File: config.mk
export PLATFORM = sky130hd
export DESIGN_NAME = websocket_frame_parser_top_flat
export DESIGN_NICKNAME = d
export VERILOG_FILES = /design/src/wsfp_pkg.sv /design/src/wsfp_in_if.sv /design/src/wsfp_out_if.sv /design/src/wsfp_parser.sv /design/src/websocket_frame_parser_top.sv /design/src/flat_wrapper.sv
export SDC_FILE = /design/constraint.sdc
export NUM_CORES = 1
export LEC_CHECK = 0
export ABC_AREA = 1
export BUFFER_PORTS_ARGS = -buffer_cell sky130_fd_sc_hd__buf_2
export CAP_MARGIN = 40
export CORE_ASPECT_RATIO = 0.7
export CORE_MARGIN = 5
export CORE_UTILIZATION = 39
export CTS_CLUSTER_DIAMETER = 30
export DETAILED_ROUTE_END_ITERATION = 10
export GPL_TIMING_DRIVEN = 0
export HOLD_SLACK_MARGIN = 0.03
export SLEW_MARGIN = 10
export SYNTH_ARGS = -nofsm -noshare
export SYNTH_HDL_FRONTEND = slang
export SYNTH_HIERARCHICAL = 1
export SYNTH_SLANG_ARGS = --single-unit
export TNS_END_PERCENT = 5
File: constraint.sdc
create_clock -name clk -period 9.5 [get_ports clk]
set_clock_uncertainty 0.05 [all_clocks]
set_input_delay 1.425 -clock clk [delete_from_list [all_inputs] [get_ports clk]]
set_output_delay 1.425 -clock clk [all_outputs]
set_load 0.01 [all_outputs]
File: src/wsfp_pkg.sv
`timescale 1ns / 1ps
`default_nettype none

package wsfp_pkg;

    typedef enum logic [2:0] {
        PH_HDR,
        PH_LEN,
        PH_EXT,
        PH_KEY,
        PH_DATA
    } phase_t;

    typedef logic [2:0] action_t;

    localparam action_t ACT_NONE      = 3'd0;
    localparam action_t ACT_MSG_DONE  = 3'd1;
    localparam action_t ACT_FRAGMENT  = 3'd2;
    localparam action_t ACT_CLOSE     = 3'd3;
    localparam action_t ACT_PONG_TX   = 3'd4;
    localparam action_t ACT_PONG_SEEN = 3'd5;
    localparam action_t ACT_ERROR     = 3'd6;

    localparam logic [3:0] OP_DATA_MAX = 4'h7;
    localparam logic [3:0] OP_CLOSE    = 4'h8;
    localparam logic [3:0] OP_PING     = 4'h9;
    localparam logic [3:0] OP_PONG     = 4'hA;

    localparam logic [6:0] LEN_CODE_MAX = 7'h7D;
    localparam logic [6:0] LEN_CODE_16  = 7'h7E;

    localparam logic [3:0] EXT_BYTES_16 = 4'd2;
    localparam logic [3:0] EXT_BYTES_64 = 4'd8;

    typedef struct packed {
        logic       has_data;
        logic [7:0] data_byte;
        logic       frame_end;
        logic [3:0] frame_opcode;
        logic       frame_fin;
        action_t    action;
    } result_t;

    function automatic action_t end_action(input logic [3:0] opcode, input logic fin);
        action_t act;
        if (opcode <= OP_DATA_MAX) begin
            act = fin ? ACT_MSG_DONE : ACT_FRAGMENT;
        end
        else if (opcode == OP_CLOSE) begin
            act = ACT_CLOSE;
        end
        else if (opcode == OP_PING) begin
            act = ACT_PONG_TX;
        end
        else if (opcode == OP_PONG) begin
            act = ACT_PONG_SEEN;
        end
        else begin
            act = ACT_ERROR;
        end
        return act;
    endfunction

endpackage

`default_nettype wire

File: src/wsfp_in_if.sv
`timescale 1ns / 1ps
`default_nettype none

interface wsfp_in_if;
    logic       valid;
    logic       ready;
    logic [7:0] rx_byte;

    modport source (output valid, output rx_byte, input ready);
    modport sink (input valid, input rx_byte, output ready);
endinterface

`default_nettype wire

File: src/wsfp_out_if.sv
`timescale 1ns / 1ps
`default_nettype none

interface wsfp_out_if;
    logic       valid;
    logic       ready;
    logic       has_data;
    logic [7:0] data_byte;
    logic       frame_end;
    logic [3:0] frame_opcode;
    logic       frame_fin;
    logic [2:0] action;

    modport source (output valid, output has_data, output data_byte, output frame_end,
                    output frame_opcode, output frame_fin, output action, input ready);
    modport sink (input valid, input has_data, input data_byte, input frame_end,
                  input frame_opcode, input frame_fin, input action, output ready);
endinterface

`default_nettype wire

File: src/wsfp_parser.sv
`timescale 1ns / 1ps
`default_nettype none

module wsfp_parser #(
    parameter int LENGTH_WIDTH = 64
) (
    input  wire logic              clk,
    input  wire logic              rst_n,
    input  wire logic              accept,
    input  wire logic [7:0]        rx_byte,
    output logic                   res_valid,
    output wsfp_pkg::result_t      res
);
    import wsfp_pkg::*;

    phase_t                    phase_reg, phase_next;
    logic                      stopped_reg, stopped_next;
    logic                      fin_reg, fin_next;
    logic [3:0]                opcode_reg, opcode_next;
    logic                      masked_reg, masked_next;
    logic [3:0]                ext_left_reg, ext_left_next;
    logic [LENGTH_WIDTH-1:0]   len_reg, len_next;
    logic [31:0]               key_reg, key_next;
    logic [1:0]                pos_reg, pos_next;
    logic [LENGTH_WIDTH-1:0]   done_reg, done_next;

    logic                      len_known;
    logic [LENGTH_WIDTH-1:0]   known_len;
    logic                      frame_done;
    logic [7:0]                key_byte;
    logic [LENGTH_WIDTH-1:0]   done_inc;
    action_t                   act;

    always_ff @(posedge clk or negedge rst_n) begin
        if (!rst_n) begin
            phase_reg    <= PH_HDR;
            stopped_reg  <= 1'b0;
            fin_reg      <= 1'b0;
            opcode_reg   <= '0;
            masked_reg   <= 1'b0;
            ext_left_reg <= '0;
            len_reg      <= '0;
            key_reg      <= '0;
            pos_reg      <= '0;
            done_reg     <= '0;
        end
        else if (accept) begin
            phase_reg    <= phase_next;
            stopped_reg  <= stopped_next;
            fin_reg      <= fin_next;
            opcode_reg   <= opcode_next;
            masked_reg   <= masked_next;
            ext_left_reg <= ext_left_next;
            len_reg      <= len_next;
            key_reg      <= key_next;
            pos_reg      <= pos_next;
            done_reg     <= done_next;
        end
    end

    always_comb begin
        case (pos_reg)
            2'd0:    key_byte = key_reg[31:24];
            2'd1:    key_byte = key_reg[23:16];
            2'd2:    key_byte = key_reg[15:8];
            default: key_byte = key_reg[7:0];
        endcase
    end

    assign done_inc = done_reg + LENGTH_WIDTH'(1);
    assign act      = end_action(opcode_reg, fin_reg);

    always_comb begin
        phase_next    = phase_reg;
        stopped_next  = stopped_reg;
        fin_next      = fin_reg;
        opcode_next   = opcode_reg;
        masked_next   = masked_reg;
        ext_left_next = ext_left_reg;
        len_next      = len_reg;
        key_next      = key_reg;
        pos_next      = pos_reg;
        done_next     = done_reg;
        len_known     = 1'b0;
        known_len     = len_reg;
        frame_done    = 1'b0;
        res_valid     = 1'b0;
        res           = '0;
        res.frame_opcode = opcode_reg;
        res.frame_fin    = fin_reg;

        if (!stopped_reg) begin
            unique case (phase_reg)
                PH_HDR: begin
                    fin_next    = rx_byte[7];
                    opcode_next = rx_byte[3:0];
                    phase_next  = PH_LEN;
                end
                PH_LEN: begin
                    masked_next = rx_byte[7];
                    if (rx_byte[6:0] <= LEN_CODE_MAX) begin
                        len_known = 1'b1;
                        known_len = LENGTH_WIDTH'(rx_byte[6:0]);
                    end
                    else begin
                        ext_left_next = (rx_byte[6:0] == LEN_CODE_16) ? EXT_BYTES_16
                                                                      : EXT_BYTES_64;
                        len_next      = '0;
                        phase_next    = PH_EXT;
                    end
                end
                PH_EXT: begin
                    len_next      = {len_reg[LENGTH_WIDTH-9:0], rx_byte};
                    ext_left_next = ext_left_reg - 4'd1;
                    if (ext_left_next == 4'd0) begin
                        len_known = 1'b1;
                        known_len = len_next;
                    end
                end
                PH_KEY: begin
                    key_next = {key_reg[23:0], rx_byte};
                    pos_next = pos_reg + 2'd1;
                    if (pos_next == 2'd0) begin
                        if (len_reg == '0) begin
                            frame_done = 1'b1;
                        end
                        else begin
                            phase_next = PH_DATA;
                        end
                    end
                end
                PH_DATA: begin
                    res_valid     = 1'b1;
                    res.has_data  = 1'b1;
                    res.data_byte = masked_reg ? (rx_byte ^ key_byte) : rx_byte;
                    pos_next      = pos_reg + 2'd1;
                    done_next     = done_inc;
                    frame_done    = (done_inc == len_reg);
                end
                default: begin
                    phase_next = PH_HDR;
                end
            endcase

            if (len_known) begin
                len_next  = known_len;
                pos_next  = '0;
                done_next = '0;
                if (masked_next) begin
                    phase_next = PH_KEY;
                end
                else if (known_len == '0) begin
                    frame_done = 1'b1;
                end
                else begin
                    phase_next = PH_DATA;
                end
            end

            if (frame_done) begin
                res_valid     = 1'b1;
                res.frame_end = 1'b1;
                res.action    = act;
                if (act == ACT_CLOSE || act == ACT_ERROR) begin
                    stopped_next = 1'b1;
                end
                phase_next    = PH_HDR;
                fin_next      = 1'b0;
                opcode_next   = '0;
                masked_next   = 1'b0;
                ext_left_next = '0;
                len_next      = '0;
                key_next      = '0;
                pos_next      = '0;
                done_next     = '0;
            end
        end
    end

endmodule

`default_nettype wire

File: src/websocket_frame_parser_top.sv
`timescale 1ns / 1ps
`default_nettype none

// Byte-serial WebSocket frame deframer. One received byte is taken per clock
// cycle; its result word, if it has one, shows on the result channel the next
// cycle from a single output register. Header bytes give no word, except the
// byte that completes the header of an empty frame, which gives one word with
// frame_end set and no data. Each payload byte gives one unmasked data word; the
// last one carries frame_end and the frame's action. A new byte is taken in
// every cycle in which the output register is empty or being drained, so the
// sustained rate is one byte per cycle, set by the one-word output register.
// After a close or error action all bytes are taken and dropped until reset.
// LENGTH_WIDTH sets how many low bits of the payload length are kept.
module websocket_frame_parser_top #(
    parameter int LENGTH_WIDTH = 64
) (
    input  wire logic clk,
    input  wire logic rst_n,
    wsfp_in_if.sink   rx,
    wsfp_out_if.source result
);
    import wsfp_pkg::*;

    logic     accept;
    logic     res_valid;
    result_t  res;
    logic     out_valid_reg, out_valid_next;
    result_t  out_reg;

    assign rx.ready = !out_valid_reg || result.ready;
    assign accept   = rx.valid && rx.ready;

    wsfp_parser #(
        .LENGTH_WIDTH (LENGTH_WIDTH)
    ) u_parser (
        .clk       (clk),
        .rst_n     (rst_n),
        .accept    (accept),
        .rx_byte   (rx.rx_byte),
        .res_valid (res_valid),
        .res       (res)
    );

    always_comb begin
        out_valid_next = out_valid_reg;
        if (result.ready) begin
            out_valid_next = 1'b0;
        end
        if (accept && res_valid) begin
            out_valid_next = 1'b1;
        end
    end

    always_ff @(posedge clk or negedge rst_n) begin
        if (!rst_n) begin
            out_valid_reg <= 1'b0;
        end
        else begin
            out_valid_reg <= out_valid_next;
        end
    end

    always_ff @(posedge clk) begin
        if (accept && res_valid) begin
            out_reg <= res;
        end
    end

    assign result.valid        = out_valid_reg;
    assign result.has_data     = out_reg.has_data;
    assign result.data_byte    = out_reg.data_byte;
    assign result.frame_end    = out_reg.frame_end;
    assign result.frame_opcode = out_reg.frame_opcode;
    assign result.frame_fin    = out_reg.frame_fin;
    assign result.action       = out_reg.action;

endmodule

`default_nettype wire

File: src/flat_wrapper.sv
// flat-port wrapper written by rule: the top's interface ports become plain ports
module websocket_frame_parser_top_flat import wsfp_pkg::*;
#(
    parameter int LENGTH_WIDTH = 64
)
  (clk, rst_n, rx_valid, rx_rx_byte, rx_ready, result_valid, result_has_data, result_data_byte, result_frame_end, result_frame_opcode, result_frame_fin, result_action, result_ready);
  wsfp_in_if rx_i ();
  wsfp_out_if result_i ();
  input  wire logic clk;
  input  wire logic rst_n;
  input wire logic [$bits(rx_i.valid)-1:0] rx_valid;
  input wire logic [$bits(rx_i.rx_byte)-1:0] rx_rx_byte;
  output wire logic [$bits(rx_i.ready)-1:0] rx_ready;
  output wire logic [$bits(result_i.valid)-1:0] result_valid;
  output wire logic [$bits(result_i.has_data)-1:0] result_has_data;
  output wire logic [$bits(result_i.data_byte)-1:0] result_data_byte;
  output wire logic [$bits(result_i.frame_end)-1:0] result_frame_end;
  output wire logic [$bits(result_i.frame_opcode)-1:0] result_frame_opcode;
  output wire logic [$bits(result_i.frame_fin)-1:0] result_frame_fin;
  output wire logic [$bits(result_i.action)-1:0] result_action;
  input wire logic [$bits(result_i.ready)-1:0] result_ready;
  assign rx_i.valid = rx_valid;
  assign rx_i.rx_byte = rx_rx_byte;
  assign rx_ready = rx_i.ready;
  assign result_valid = result_i.valid;
  assign result_has_data = result_i.has_data;
  assign result_data_byte = result_i.data_byte;
  assign result_frame_end = result_i.frame_end;
  assign result_frame_opcode = result_i.frame_opcode;
  assign result_frame_fin = result_i.frame_fin;
  assign result_action = result_i.action;
  assign result_i.ready = result_ready;
  websocket_frame_parser_top #(.LENGTH_WIDTH(LENGTH_WIDTH)) u_core (.clk(clk), .rst_n(rst_n), .rx(rx_i), .result(result_i));
endmodule
; Word level (Yosys, flattened, before mapping)
; Cells that the tools add are included.
[totals]
ff_bits = 195
in_bits = 12
[classes]
addsub = 3
magnitude_cmp = 2
n_eq_ne = 15
muxes = 63
n_bitwise = 4
n_reduce_logical = 29
[ops]
columns = cell, n
row1 = two-way mux 64 bit, 9
row2 = one-hot mux 64 bit (2 select lines), 2
row3 = zero test 64 bit, 2
row4 = adder 64 x 1 -> 64 bit (second input constant), 1
row5 = == test 64 bit, 1
row6 = two-way mux 32 bit, 2
row7 = two-way mux 3 bit, 9
row8 = one-hot mux 8 bit (3 select lines), 1
row9 = two-way mux 1 bit, 23
row10 = two-way mux 4 bit, 5
row11 = == test 4 bit (second input constant), 3
row12 = two-way mux 2 bit, 6
row13 = one-hot mux 3 bit (4 select lines), 1
row14 = AND reduction 3 bit, 4
row15 = == test 3 x 2 -> 1 bit (second input constant), 3
row16 = two-way mux 9 bit, 1
row17 = nonzero test 3 bit, 3
row18 = two-way mux 8 bit, 1
row19 = one-hot mux 4 bit (2 select lines), 1
row20 = AND reduction 4 bit, 2
row21 = OR reduction 2 bit, 4
row22 = bitwise XOR 8 bit, 1
row23 = == test 7 bit (second input constant), 1
row24 = less-or-equal comparator 7 bit (second input constant), 1
row25 = other kinds (20), 29

; Depth between registers and ports, before layout
; Gate-level depths: netlist (run 1).
[logic_depth]
word_depth = 14
mapped_depth = 23
ltp_nobuf = 23

; By module
; The synthesis (run 1) kept the hierarchy.
[by_module_without_submodules]
columns = module, n_inst, cells_per_inst, area_each_um2, seq_area_each_um2
row1 = wsfp_parser, 1, 2523, 14760.4, 4404.2
row2 = websocket_frame_parser_top, 1, 27, 604.3, 565.5

; Least setup slack after synthesis (run 1)
; Ideal clock, no wire load.
[synth_timing]
kind = input port to flip-flop
startpoint = in rx_rx_byte[6]
endpoint = reg u_core.out_reg, in the netlist u_core/result.action[0] (enable)
arrival_time_ns = 3.638
t_required_ns = 9.072
path_slack_ns = 5.434
path_stages = 20
path_buffers = 1
cell_sequence = nand2_1 -> nor2_1 -> nand2_1 -> nor2_2 -> nor2_4 -> inv_2 -> buf_2 -> nand2_1 -> nand2_1 -> nor2_1 -> nand2_1 -> nor2_1 -> nand2_1 -> nor2_1 -> nand3_2 -> nand3_1 -> nand2_1 -> nand2_1 -> inv_1 -> nor2_2
[synth_between]
elab_chain_len = 12
elab_cells_between_ends = 16
classes_between = order compare (1) / mux (13) / reduce/logical (2)
[synth_lines]
columns = item, line_no
row1 = start: declaration, flat_wrapper.sv:12  ; input wire logic [$bits(rx_i.rx_byte)-1:0] rx_rx_byte;
row2 = less-or-equal comparator 7 bit, wsfp_parser.sv:101  ; if (rx_byte[6:0] <= LEN_CODE_MAX) begin
row3 = two-way mux 64 bit, wsfp_parser.sv:101
row4 = one-hot mux 64 bit (2 select lines), wsfp_parser.sv:93  ; unique case (phase_reg)
row5 = two-way mux 64 bit, wsfp_parser.sv:92  ; if (!stopped_reg) begin
row6 = zero test 64 bit, wsfp_parser.sv:152  ; else if (known_len == '0) begin
row7 = two-way mux 1 bit, wsfp_parser.sv:152
row8 = two-way mux 1 bit, wsfp_parser.sv:149  ; if (masked_next) begin
row9 = two-way mux 1 bit *, wsfp_parser.sv:145  ; if (len_known) begin
row10 = two-way mux 1 bit *, wsfp_parser.sv:92
row11 = two-way mux 1 bit *, wsfp_parser.sv:160  ; if (frame_done) begin
row12 = two-way mux 1 bit *, wsfp_parser.sv:92
row13 = via u_core.res_valid, websocket_frame_parser_top.sv:25  ; logic res_valid;
row14 = logical AND 1 bit *, websocket_frame_parser_top.sv:64  ; if (accept && res_valid) begin
row15 = end signal: assignment, websocket_frame_parser_top.sv:65  ; out_reg <= res;
row16 = end: declaration, websocket_frame_parser_top.sv:28  ; result_t out_reg;
; Mark *: on every way through the listed nets, which the timed path passes. The rest lies on a longest branch. The select of a mux whose other input is x is not followed.
; A chain may end at the register's enable or synchronous reset.

; Final worst setup path (run 1)
[layout_timing]
startpoint = reg u_core.u_parser.ext_left_reg[0]
endpoint = reg u_core.out_reg, in the netlist u_core/result.frame_fin (enable)
[layout_between]
elab_chain_len = 13
elab_cells_between_ends = 16
classes_between = add/sub (1) / mux (12) / reduce/logical (3)
[layout_lines]
columns = item, line_no
row1 = start: declaration, wsfp_parser.sv:21  ; logic [3:0] ext_left_reg, ext_left_next;
row2 = start signal: assignment, wsfp_parser.sv:53  ; ext_left_reg <= ext_left_next;
row3 = subtractor 4 x 1 -> 4 bit *, wsfp_parser.sv:114  ; ext_left_next = ext_left_reg - 4'd1;
row4 = zero test 4 bit *, wsfp_parser.sv:115  ; if (ext_left_next == 4'd0) begin
row5 = two-way mux 64 bit, wsfp_parser.sv:115
row6 = one-hot mux 64 bit (2 select lines), wsfp_parser.sv:93
row7 = two-way mux 64 bit, wsfp_parser.sv:92
row8 = zero test 64 bit, wsfp_parser.sv:152
row9 = two-way mux 1 bit, wsfp_parser.sv:152
row10 = two-way mux 1 bit, wsfp_parser.sv:149
row11 = two-way mux 1 bit *, wsfp_parser.sv:145
row12 = two-way mux 1 bit *, wsfp_parser.sv:92
row13 = two-way mux 1 bit *, wsfp_parser.sv:160
row14 = two-way mux 1 bit *, wsfp_parser.sv:92
row15 = via u_core.res_valid, websocket_frame_parser_top.sv:25
row16 = logical AND 1 bit *, websocket_frame_parser_top.sv:64
; Marked as above.

==> results.txt, run 1 <==
* Final max-slew violation count: 0
* Netlist Area Pre-Place: 0.01536 mm2
- Maximum cell stage delay along the critical path: 570 ps
- Synthesis produced a netlist with a net count of 2569.
* Final period demand of the worst path: 5721 ps
* Clock slew seen by the registers of the worst setup and hold paths: 90 ps
* Peak fanout along the critical path: 10
* Total clock sinks: 195
- The die is 176.1 um tall.
- Power density over cell area: 99.05 mW/mm2
- Total die area: 0.04353 mm2
- Worst endpoint data arrival time: 5860 ps
- The floorplan has 60 rows.
- Depth of the worst register-to-register path: 16
- RSZ-0062 raised after global routing: false
- Once the floorplan was initialized, standard cells occupied 39.74% of the core.
- Port buffering added 31 buffers.
- Area leader, netlist: sky130_fd_sc_hd__dfrtp_1
- First-pass GRT wire length: 102900 um
- The flow ran to the end, and the final reports show no timing, DRC or antenna violations.
- For this block, the via count after detailed routing is 17830.
* DRT Wirelength: 69720 um
- Synthesis-stage register bit count: 195
* Async set-or-reset flop fraction in the synthesized netlist: 90.77%
- Yosys mapped a number of flops with a built-in enable equal to 18.
- In this run the remaining antenna-violating nets after routing total 0.
- Gp weighted congestion: 1.045
- CP delay by family, top: simple AND/OR/NAND/NOR gates
* Setup_tns: 0 ps
- Number of hold buffers added after CTS: 0
- Data on the critical path is required at its endpoint by 9640 ps.
- The number of setup buffers added after CTS is 0.
- The H-tree generated during clock tree synthesis spans 4 levels.
* Post-route clock period utilization: 60.22%
- Number of standard cells after synthesis: 2550
- Pin count of the biggest net entering global routing: 95
* Worst-skew pair later-pin latency: 470 ps
* Iteration-0 DRC Markers: 2605
- The worst setup path is captured at a flop.
- Setup-failing EPs final: 0
- Sequential element share of the synthesized area: 32.35%
* Yosys synthesis warning count: 6
- Walking the worst path, the cells encountered are inv_1 > ha_1 > xor2_1 > nor2_1 > nand3_1 > nand2_1 > buf_2 > clkinv_1 > nor2_1 > nand3_2 > nand3_1 > nand2_1 > nand2_1 > inv_1 > nor2_2 > buf_6.
- Capture point of the worst reg-to-reg path: u_core/result.frame_fin
- The worst hold path passes through 2 cells.
- Ranking of synthesized cells by area: sky130_fd_sc_hd__dfrtp_1 29%, sky130_fd_sc_hd__nand2_1 26%, sky130_fd_sc_hd__nand3_1 8.4%, sky130_fd_sc_hd__nor2_1 7.0%, sky130_fd_sc_hd__inv_1 5.3%
* Most instantiated cells after synthesis: 1046 x sky130_fd_sc_hd__nand2_1, 287 x sky130_fd_sc_hd__nor2_1, 257 x sky130_fd_sc_hd__nand3_1, 215 x sky130_fd_sc_hd__inv_1, 177 x sky130_fd_sc_hd__dfrtp_1
- Counting distinct cell types in the post-synthesis netlist gives 40.
* Half-perimeter wire length after detailed placement: 55490 um
- Count of buffer and inverter cells on the critical path: 5
* Layout cell share with drive strength beyond 1: 5.694%
- Clock root buffer: sky130_fd_sc_hd__clkbuf_16
* Core region area: 0.03866 mm2
- The initial antenna violation count is 2.
- For flop-to-flop paths, the worst setup slack is 3780 ps.
* Max rail drop VDD: 0.1265 mV
* Routed wire per std cell: 22.17 um
- End point of the most critical hold path: u_core/u_parser/ext_left_reg[1]
* Critical Path Slowest Stage Cell: sky130_fd_sc_hd__clkinv_1
- The count of endpoints failing hold in the final timing report is 0.
* Startpoint kind of the worst setup timing path: flop
* Headroom to the max-slew limit: 37.62%
* Worst setup path class: flop to flop
- The total overflow left after global routing is 0.
- Total CTS buffers: 17
- The pre-antenna-repair detailed-routing pass consisted of 6 iterations.
- Syn_area_per_cell: 6.025 um2
- The area growth from synthesis to layout is 9.935%.
- The die is 247.2 um wide.
- Via density: 5.670
- Of the post-synthesis cell area, the dominant cell type holds 28.83%.
- The tool flagged a number of max-cap violations equal to 0.
- Maximum frequency from static timing analysis: 174.8 MHz
* Global routing usage summed across all routing layers: 31.51%
* Via count of the first global-routing pass: 16020
- TritonCTS built the clock tree.
* P_leak: 8.349 nW
- Primary flip-flop cell chosen by synthesis mapping: sky130_fd_sc_hd__dfrtp_1
* Longest Clk Path Bufs: 2
- sky130_fd_sc_hd__nand2_1 is the most common cell in the netlist.
- By instance count, the cell type seen most on the critical path is sky130_fd_sc_hd__nand2_1.
* Slew @ Worst Pin: 928.5 ps
- After clock tree synthesis, the repair step resized 0 gates.
- Pin placement for this block handled 32 I/O pins.
* Worst flop-to-flop path startpoint: u_core/u_parser/ext_left_reg[0]
- The min-delay analysis places its worst path in the category flop to flop.
- Setup slack on the critical path of the routed design comes to 3779 ps.
* Total DRC errors in the routed layout: 0
- Timing analysis after detailed placement gives a worst setup slack of 3409 ps.
- Nets: 2623
- In this run the most critical hold path is launched from u_core/u_parser/ext_left_reg[1].
-- cells by family after synthesis --
logic type / Yosys count / share of synthesized area [%]
xor+xnor: 23 / 2.028
buf+inv: 323 / 8.616
flops: 195 / 32.35
compound gates: 243 / 8.054
simple gates: 1759 / 48.39
fa+ha+maj: 7 / 0.5700
-- through the flow --
stage                     instances  total power, mW  utilization, %  hold slack (ps)  cell area, um2
after floorplan                2550           0.8598               -            399.1           15360
after global placement         3108           0.8830           41.85            414.5           16180
after detailed placement       3111           0.8849           42.00            415.4           16240
after CTS                      3143            1.691           43.65            439.4           16880
after global routing           3144            1.728           43.68            464.9           16890
final                          3145            1.673           43.69            433.6           16890
-- worst max-delay path by stage --
stage	cells after the start	start	end	slack [ps]
floorplan	20	rx_rx_byte[6]	u_core/result.action[0]	5430
global placement	15	rx_rx_byte[3]	u_core/result.data_byte[6]	3500
detailed placement	15	rx_rx_byte[3]	u_core/result.frame_opcode[0]	3410
CTS	15	u_core/u_parser/ext_left_reg[0]	u_core/result.data_byte[0]	3860
global route	16	u_core/u_parser/ext_left_reg[0]	u_core/result.frame_fin	3500
finish	16	u_core/u_parser/ext_left_reg[0]	u_core/result.frame_fin	3780
-- per-layer routing --
layer  wire length [um]  up-vias  track usage (%)
li1                   -     8332                -
met1              32580     8390            49.67
met2              26450     1005            41.34
met3               9003      103            9.140
met4               1678        2            7.994
met5                 11        -                0
-- power by group --
group | internal [mW] | total, mW | switching, mW
Combinational | 0.00502 | 0.0287 | 0.0237
Clock | 0.381 | 0.806 | 0.424
Sequential | 0.839 | 0.839 | 0.00000000000000000727
Total | 1.23 | 1.67 | 0.448
-- cell usage in the layout (no fill, tap or decap), types with 14 or more instances in the layout --
| master | Yosys | final |
|---|---|---|
| sky130_fd_sc_hd__buf_2 | 23 | 53 |
| sky130_fd_sc_hd__edfxtp_1 | 18 | 18 |
| sky130_fd_sc_hd__dfrtp_1 | 177 | 177 |
| sky130_fd_sc_hd__o21ai_1 | 121 | 121 |
| sky130_fd_sc_hd__nand4_1 | 103 | 103 |
| sky130_fd_sc_hd__inv_1 | 215 | 215 |
| sky130_fd_sc_hd__nor2_1 | 287 | 287 |
| sky130_fd_sc_hd__a21oi_1 | 26 | 26 |
| sky130_fd_sc_hd__clkbuf_1 | 56 | 56 |
| sky130_fd_sc_hd__clkbuf_16 | 0 | 18 |
| sky130_fd_sc_hd__nand3_1 | 257 | 257 |
| sky130_fd_sc_hd__nand2_1 | 1046 | 1046 |
| sky130_fd_sc_hd__o21ai_0 | 82 | 82 |
| sky130_fd_sc_hd__nor2_2 | 14 | 14 |
-- final cells by class --
type	count	area [um2]
antenna	1	2.502
buffer	97	475.5
clock buffer	18	450.4
clock inverter	14	187.7
fill	4228	21770
inverter	226	848.3
multi-input combinational	2032	9071
sequential	195	4970
tap	527	659.4
timing repair buffer	35	226.5
-- worst register-to-register path: cells and delay by family, from the launching register on --
kind	cells	cell delay [ps]
flops	1	380
simple gates	9	3210
xor+xnor	1	170
buf+inv	5	1410
fa+ha+maj	1	220
Power figures use the tool's default switching activity.
==> run 2, diff against run 1 <==
==> constraint.sdc (replaced) <==
create_clock -name clk -period 4.95 [get_ports clk]
set_clock_uncertainty 0.05 [all_clocks]
set_input_delay 0.7425 -clock clk [delete_from_list [all_inputs] [get_ports clk]]
set_output_delay 0.7425 -clock clk [all_outputs]
set_load 0.01 [all_outputs]
==> run 2 against run 1 <==
Against the previous run: largest power group unchanged; critical endpoint is now u_core/result.data_byte[7]; die area unchanged; first-iteration DRC count down 2.4%; routed wire length down 0.34%; count of clock-buffer cells in the layout unchanged; clock power up 92%; critical path depth up 5; register-to-register slack worse by 3700 ps; global-route usage about the same; non-clock buffer count unchanged.
==> results.txt, run 2 (synthesis results as in run 1) <==
- The run finished with clean final reports.
- Maximum frequency from static timing analysis: 206.6 MHz
- Clock-pin slew was measured on the worst setup and hold paths at 90 ps.
* Clock tree from TritonCTS: built
- STA classifies the critical path startpoint as a flop.
* Via density: 5.703
* Max rail drop VDD: 0.2427 mV
- The library cell used most frequently in the layout, excluding fill and tap cells, is sky130_fd_sc_hd__nand2_1.
* Area delta synth->final: 10.07%
* Pin count of the biggest net entering global routing: 95
- Internal power: 2.351 mW
* Critical Path Slowest Stage Cell: sky130_fd_sc_hd__nand3_2
- Number of hold buffers added after CTS: 0
* Via count: 17940
- The worst path meets setup with 109.3 ps of slack.
- Data arrives at the worst endpoint at 4970 ps.
* Switching power of the nets: 0.8594 mW
- RSZ-0062 raised after global routing: false
- Counting the fill cells in the layout gives 4223.
* Start point of the critical path: u_core/u_parser/phase_reg[2]
* Longest Clk Path Bufs: 2
- The worst path needs 4841 ps of the cycle, external delays included.
- In this design, the stage delay of the slowest critical-path cell is 460 ps.
* Hold Violations, Final: 0
* Power Total: 3.210 mW
- Post-route clock period utilization: 97.79%
* Clock root buffer: sky130_fd_sc_hd__clkbuf_16
* Headroom to the max-slew limit: 37.65%
- The floorplan step defined a core boundary enclosing 0.03866 mm2.
- Setup violations remaining at the end of the flow were counted as 0.
* Power density over cell area: 189.8 mW/mm2
* Number of buffer cells added on primary ports: 31
- First-pass GRT wire length: 102900 um
* Half-perimeter wire length after detailed placement: 55490 um
- In this run the critical register-to-register path is launched from u_core/u_parser/phase_reg[2].
- Total DRC errors in the routed layout: 0
- Routed wire per std cell: 22.09 um
- The number of placed instances, taps included, is 3111.
* Worst setup path class: flop to flop
- Counting stages on the worst path, the most repeated cell is sky130_fd_sc_hd__nand2_1.
- Cells with a size suffix above 1 make up 5.808% of the layout.
- Final design utilization: 43.74%
- The number of pins exceeding their max-slew limit in the final report came to 0.
- At the worst endpoint, the required time is 5080 ps.
- In this run the count of I/O pins placed on the die edge is 32.
* Total overflow reported by the global router: 0
* Sequence of cells on the critical path: inv_2 > nand3_1 > nand2_1 > inv_2 > nor2_4 > inv_2 > buf_2 > nand2_1 > nand2_1 > nor2_1 > nand2_1 > nor2_1 > nand2_1 > nor2_1 > nand3_2 > nand3_1 > nand2_1 > nand2_1 > inv_1 > nor2_4 > buf_12
* # rows: 60
- STA classifies the critical path endpoint as a flop.
- Total clock sinks: 195
* X dimension of the die: 247.2 um
* Starting density of the core: 39.74%
* Gp weighted congestion: 1.045
- Net Sw Frac: 26.77%
- At the pin with the least slew margin, the transition time is 928.2 ps.
- The count of nets left with antenna violations once routing finished came out at 0.
- Nets: 2623
- The clock reaches the later pin of the worst-skew pair after 470 ps.
- Wires add up to 69480 um.
- Most frequent cells in the layout: 1046 x sky130_fd_sc_hd__nand2_1, 286 x sky130_fd_sc_hd__nor2_1, 257 x sky130_fd_sc_hd__nand3_1
- The clock tree synthesis step divided the H-tree into 4 levels.
* Power share of the sequential group: 50.1%
- P_leak: 8.355 nW
* Via count of the first global-routing pass: 16020
- Of the total power, combinational logic draws 1.7%.
- The finished layout holds 3145 standard cells, fillers aside.
- Drt pass-1 iters: 6
- Summed over all failing endpoints, the final setup total negative slack is 0 ps.
- Clock network fraction of design power: 48.1%
* # Max-Cap Violations: 0
* Antenna violations before repair: 2
- Peak fanout along the critical path: 17
- Chip Height: 176.1 um
- Total die area: 0.04353 mm2
- Timing analysis after detailed placement gives a worst setup slack of -650.5 ps.
- Hold WC Path Type: primary input to asynchronous set/reset pin
- Buffers inserted during clock tree synthesis total 17.
- Global routing usage summed across all routing layers: 31.51%
- Iteration-0 DRC Markers: 2542
[run 2: cell type report]
cell class	instances	area, um2	share of cell area [%]
Inverter	226	849.6	5.023
Multi-Input combinational cell	2032	9079	53.68
Antenna cell	1	2.502	0.01480
Sequential cell	195	4970	29.39
Buffer	97	479.2	2.833
Timing Repair Buffer	35	235.2	1.391
Clock buffer	18	450.4	2.663
Clock inverter	14	187.7	1.110
Tap cell	527	659.4	3.899
[run 2: final timing paths]
check	endpoint	slack, ps	depth (start not counted)
worst min register to register	u_core/u_parser/ext_left_reg[1]	430	2
worst max-delay path	u_core/result.data_byte[7]	110	21
max in group asynchronous	u_core/u_parser/len_reg[17]	3660	2
worst min-delay path	u_core/u_parser/done_reg[48]	220	1
worst max register to register	u_core/result.data_byte[7]	110	21
min in group clk	u_core/u_parser/ext_left_reg[1]	430	2
[run 2: worst max-delay path: cells and delay by family (launching register included)]
family        cells  cell delay [ps]
flops             1              440
buf+inv           6              880
simple gates     15             3160
[run 2: metal layers]
metal / share of wire (%) / vias to the layer above / global-route usage [%]
met5: 0.016 / - / 0
met4: 2.4 / 2 / 8.064
met3: 13 / 103 / 9.140
met2: 38 / 1060 / 41.31
met1: 46 / 8434 / 49.68
li1: - / 8336 / -
[run 2: repair_timing]
action	CTS	global route
buffers inserted	0	1
resized for setup	3	3
hold endpoints to repair	0	0
pin swaps	0	1
setup endpoints to repair	18	18
gates cloned	0	0
[run 2: power groups by stage]
stage / sequential [mW] / clock, mW / combinational [mW]
5_1_grt: 1.61 / 1.64 / 0.0638
3_5_place_dp: 1.64 / 0 / 0.0566
4_1_cts: 1.61 / 1.58 / 0.0571
3_3_place_gp: 1.64 / 0 / 0.0528
6_report: 1.61 / 1.55 / 0.0554
2_1_floorplan: 1.64 / 0 / 0.00817
[run 2: per-stage QoR]
stage | hold WS, ps | cell area (um2)
global placement | 414.5 | 16180
floorplan | 396.9 | 15360
CTS | 260.5 | 16890
global route | 276.4 | 16910
finish | 219.1 | 16910
detailed placement | 415.4 | 16240
==> run 3, diff against run 2 <==
--- a/config.mk
+++ b/config.mk
@@ -6,13 +6,13 @@
 export NUM_CORES = 1
 export LEC_CHECK = 0
 export ABC_AREA = 1
-export BUFFER_PORTS_ARGS = -buffer_cell sky130_fd_sc_hd__buf_2
 export CAP_MARGIN = 40
 export CORE_ASPECT_RATIO = 0.7
 export CORE_MARGIN = 5
 export CORE_UTILIZATION = 39
 export CTS_CLUSTER_DIAMETER = 30
 export DETAILED_ROUTE_END_ITERATION = 10
+export DONT_BUFFER_PORTS = 1
 export GPL_TIMING_DRIVEN = 0
 export HOLD_SLACK_MARGIN = 0.03
 export SLEW_MARGIN = 10
==> run 3 against run 2 <==
Against the previous run: non-clock buffer count is 31 lower; count of clock-buffer cells in the layout down 1; worst hold slack improved by 29 ps; sequential share of layout area is 0.25 points higher; global-route usage about the same; register-to-register slack improved by 60 ps; cell count is 0.99% lower; first-iteration DRC count shrank 9.4%; clock power hardly changed; highest routed layer unchanged.
==> results.txt, run 3 (synthesis results as in run 1) <==
- Setup-failing EPs final: 0
* Longest Clk Path Bufs: 2
* Clock root buffer: sky130_fd_sc_hd__clkbuf_16
- In the layout the commonest cells are 1046 x sky130_fd_sc_hd__nand2_1, 285 x sky130_fd_sc_hd__nor2_1, 257 x sky130_fd_sc_hd__nand3_1.
* Layout cell share with drive strength beyond 1: 4.795%
* Top layer in use: met5
* Multi-input logic area: 0.009089 mm2
* Detail Route met2 WL: 26590 um
- Via count: 17780
* Design area: 0.01677 mm2
- For this run, the post-layout net count is 2592.
- Summing all flip-flop and latch instances after layout gives 0.004970 mm2.
- Total die area: 0.04353 mm2
- The worst setup path is launched from a flop.
- Number of buffer cells added on primary ports: 0
* Run status: complete, no violations
- In this run, CTS created clock tree buffers numbering 17.
- Peak fanout along the critical path: 10
* Clock tree from TritonCTS: built
* Internal power: 2.338 mW
- The first global-routing pass estimated 102100 um of wire.
- Routed wire per std cell: 22.41 um
- The congestion estimate from routability-driven global placement came to 1.020.
- In this run the power density over the cells is 193.1 mW/mm2.
- Drt pass-1 iters: 7
- For the finished layout, the period the worst path requires is 4784 ps.
* Area delta synth->final: 9.153%
- Remaining antenna violation count: 0
* Cell type with the highest occurrence count on the critical path: sky130_fd_sc_hd__nand2_1
- Total DRC errors in the routed layout: 0
- The routed design uses 9152 um of met3 wire.
- Most common library cell in the layout ignoring fill and taps: sky130_fd_sc_hd__nand2_1
- The initial antenna violation count is 3.
- The final critical path takes up 96.64% of the cycle.
- Setup slack on the worst reg-to-reg path comes out at 170 ps.
- Setup_tns: 0 ps
* Capturing element type of the critical path: flop
- Iteration-0 DRC Markers: 2303
- Entering global routing, the biggest net connects 178 pins.
- Counting the fill cells in the layout gives 4201.
- Based on the critical path, the design can be clocked at up to 209.0 MHz.
* X dimension of the die: 247.2 um
- In this run the tightest slew margin relative to its limit is 34.75%.
- Switching power of the nets: 0.9001 mW
- Global routing usage summed across all routing layers: 31.50%
- Worst endpoint data arrival time: 5070 ps
- The clock reaches the later pin of the worst-skew pair after 480 ps.
- Summed over all nets, the half-perimeter wirelength after detailed placement is 55310 um.
- CP delay by family, top: simple AND/OR/NAND/NOR gates
- Critical Path Slowest Stage Cell: sky130_fd_sc_hd__clkbuf_1
* I/O pins: 32
- In this run the static leakage power is 8.241 nW.
- For this block, wires on met1 add up to 32080 um.
- Via density: 5.710
- Power Total: 3.238 mW
- Pre-CTS WS: -716.5 ps
* Capture point of the worst reg-to-reg path: u_core/u_parser/done_reg[61]
- Clock network fraction of design power: 48.9%
* Slew @ Worst Pin: 978.7 ps
- Combinational share of power: 1.4%
- Hold Violations, Final: 0
* H-Tree Level Count: 4
* Worst flop-to-flop path startpoint: u_core/u_parser/done_reg[29]
* Hold WC Path Type: primary input to asynchronous set/reset pin
* Net Sw Frac: 27.80%
- Final setup slack of the worst path: 166.2 ps
- The worst setup path is of the flop to flop kind.
- The number of pins exceeding their max-slew limit in the final report was 0.
- Of the total power, registers draw 49.7%.
- Critical path data required time: 5230 ps
* Clock slew seen by the registers of the worst setup and hold paths: 100 ps
- Global routing finished with a remaining overflow of 0.
* Chip Height: 176.1 um
- Counting both buffers and inverters, the worst setup path holds a total of 1.
- DRT Wirelength: 69800 um
* Area after detailed placement: 0.01605 mm2
* Max rail drop VDD: 0.2466 mV
- Total clock sinks: 195
* # Max-Cap Violations: 0
- The floorplan has 60 rows.
- RSZ-0062 raised after global routing: false
- The initial utilization of the core area, before any placement, comes to 39.74%.
- Depth of the worst register-to-register path: 18
* Maximum cell stage delay along the critical path: 630 ps
- Via count of the first global-routing pass: 15960
- After floorplanning, the core was sized to cover 0.03866 mm2.
- Sequence of cells on the critical path: nand2_1 > nor2_1 > nand2_1 > nor2_1 > nand2_1 > o21ai_1 > nand2_1 > nand2_1 > nand2_1 > nand2_1 > nor2_1 > nand2_1 > nor2_2 > nand3_4 > nand3_2 > nand2_2 > clkbuf_1 > o21ai_1
[run 3: cell types whose count changed in the layout (fill, tap and decap cells not counted), sizes merged]
cell    change
buf        -30
clkbuf      -2
inv         +1
[run 3: stage by stage]
stage	hold slack, ps	instances	utilization [%]
final	247.9	3114	43.38
after global routing	314.8	3113	43.37
after CTS	295.9	3112	43.31
after detailed placement	410.9	3079	41.50
after global placement	408.8	3077	41.45
after floorplan	396.9	2550	-
[run 3: metal layers]
layer,GRT usage (%),vias to the layer above
li1,-,8277
met1,48.48,8409
met2,41.04,984
met3,10.38,106
met4,9.612,4
met5,0,-
[run 3: area by class of cell]
cell class                      count  area share, %
Buffer                             97          2.857
Inverter                          226          5.066
Sequential cell                   195          29.63
Antenna cell                        1        0.01492
Clock inverter                     15          1.350
Clock buffer                       17          2.537
Multi-Input combinational cell   2032          54.19
Tap cell                          527          3.932
Timing Repair Buffer                4         0.4178
[run 3: worst max-delay path by stage]
stage / start / end / cells past startpoint
after floorplan: u_core/u_parser/ext_left_reg[0] / u_core/result.action[0] / 22
after global placement: u_core/u_parser/ext_left_reg[0] / u_core/result.frame_opcode[2] / 15
after detailed placement: u_core/u_parser/ext_left_reg[0] / u_core/result.frame_opcode[1] / 15
after CTS: u_core/u_parser/ext_left_reg[0] / u_core/result.frame_fin / 21
after global routing: u_core/u_parser/ext_left_reg[0] / u_core/result.frame_fin / 16
final: u_core/u_parser/done_reg[29] / u_core/u_parser/done_reg[61] / 18
[run 3: repair_timing]
| item | CTS | global route |
|---|---|---|
| buffers inserted | 0 | 1 |
| endpoints found under the setup margin | 18 | 18 |
| hold buffers | 1 | 0 |
| pin swaps | 0 | 1 |
| gates resized for setup | 5 | 5 |
| endpoints found under the hold margin | 177 | 0 |
[run 3: power by group through the flow]
stage / logic [mW] / registers (mW) / clock network, mW
after CTS: 0.0458 / 1.61 / 1.61
final: 0.0442 / 1.61 / 1.58
after global placement: 0.0118 / 1.64 / 0
after detailed placement: 0.0120 / 1.64 / 0
after floorplan: 0.00817 / 1.64 / 0
after global routing: 0.0515 / 1.61 / 1.67
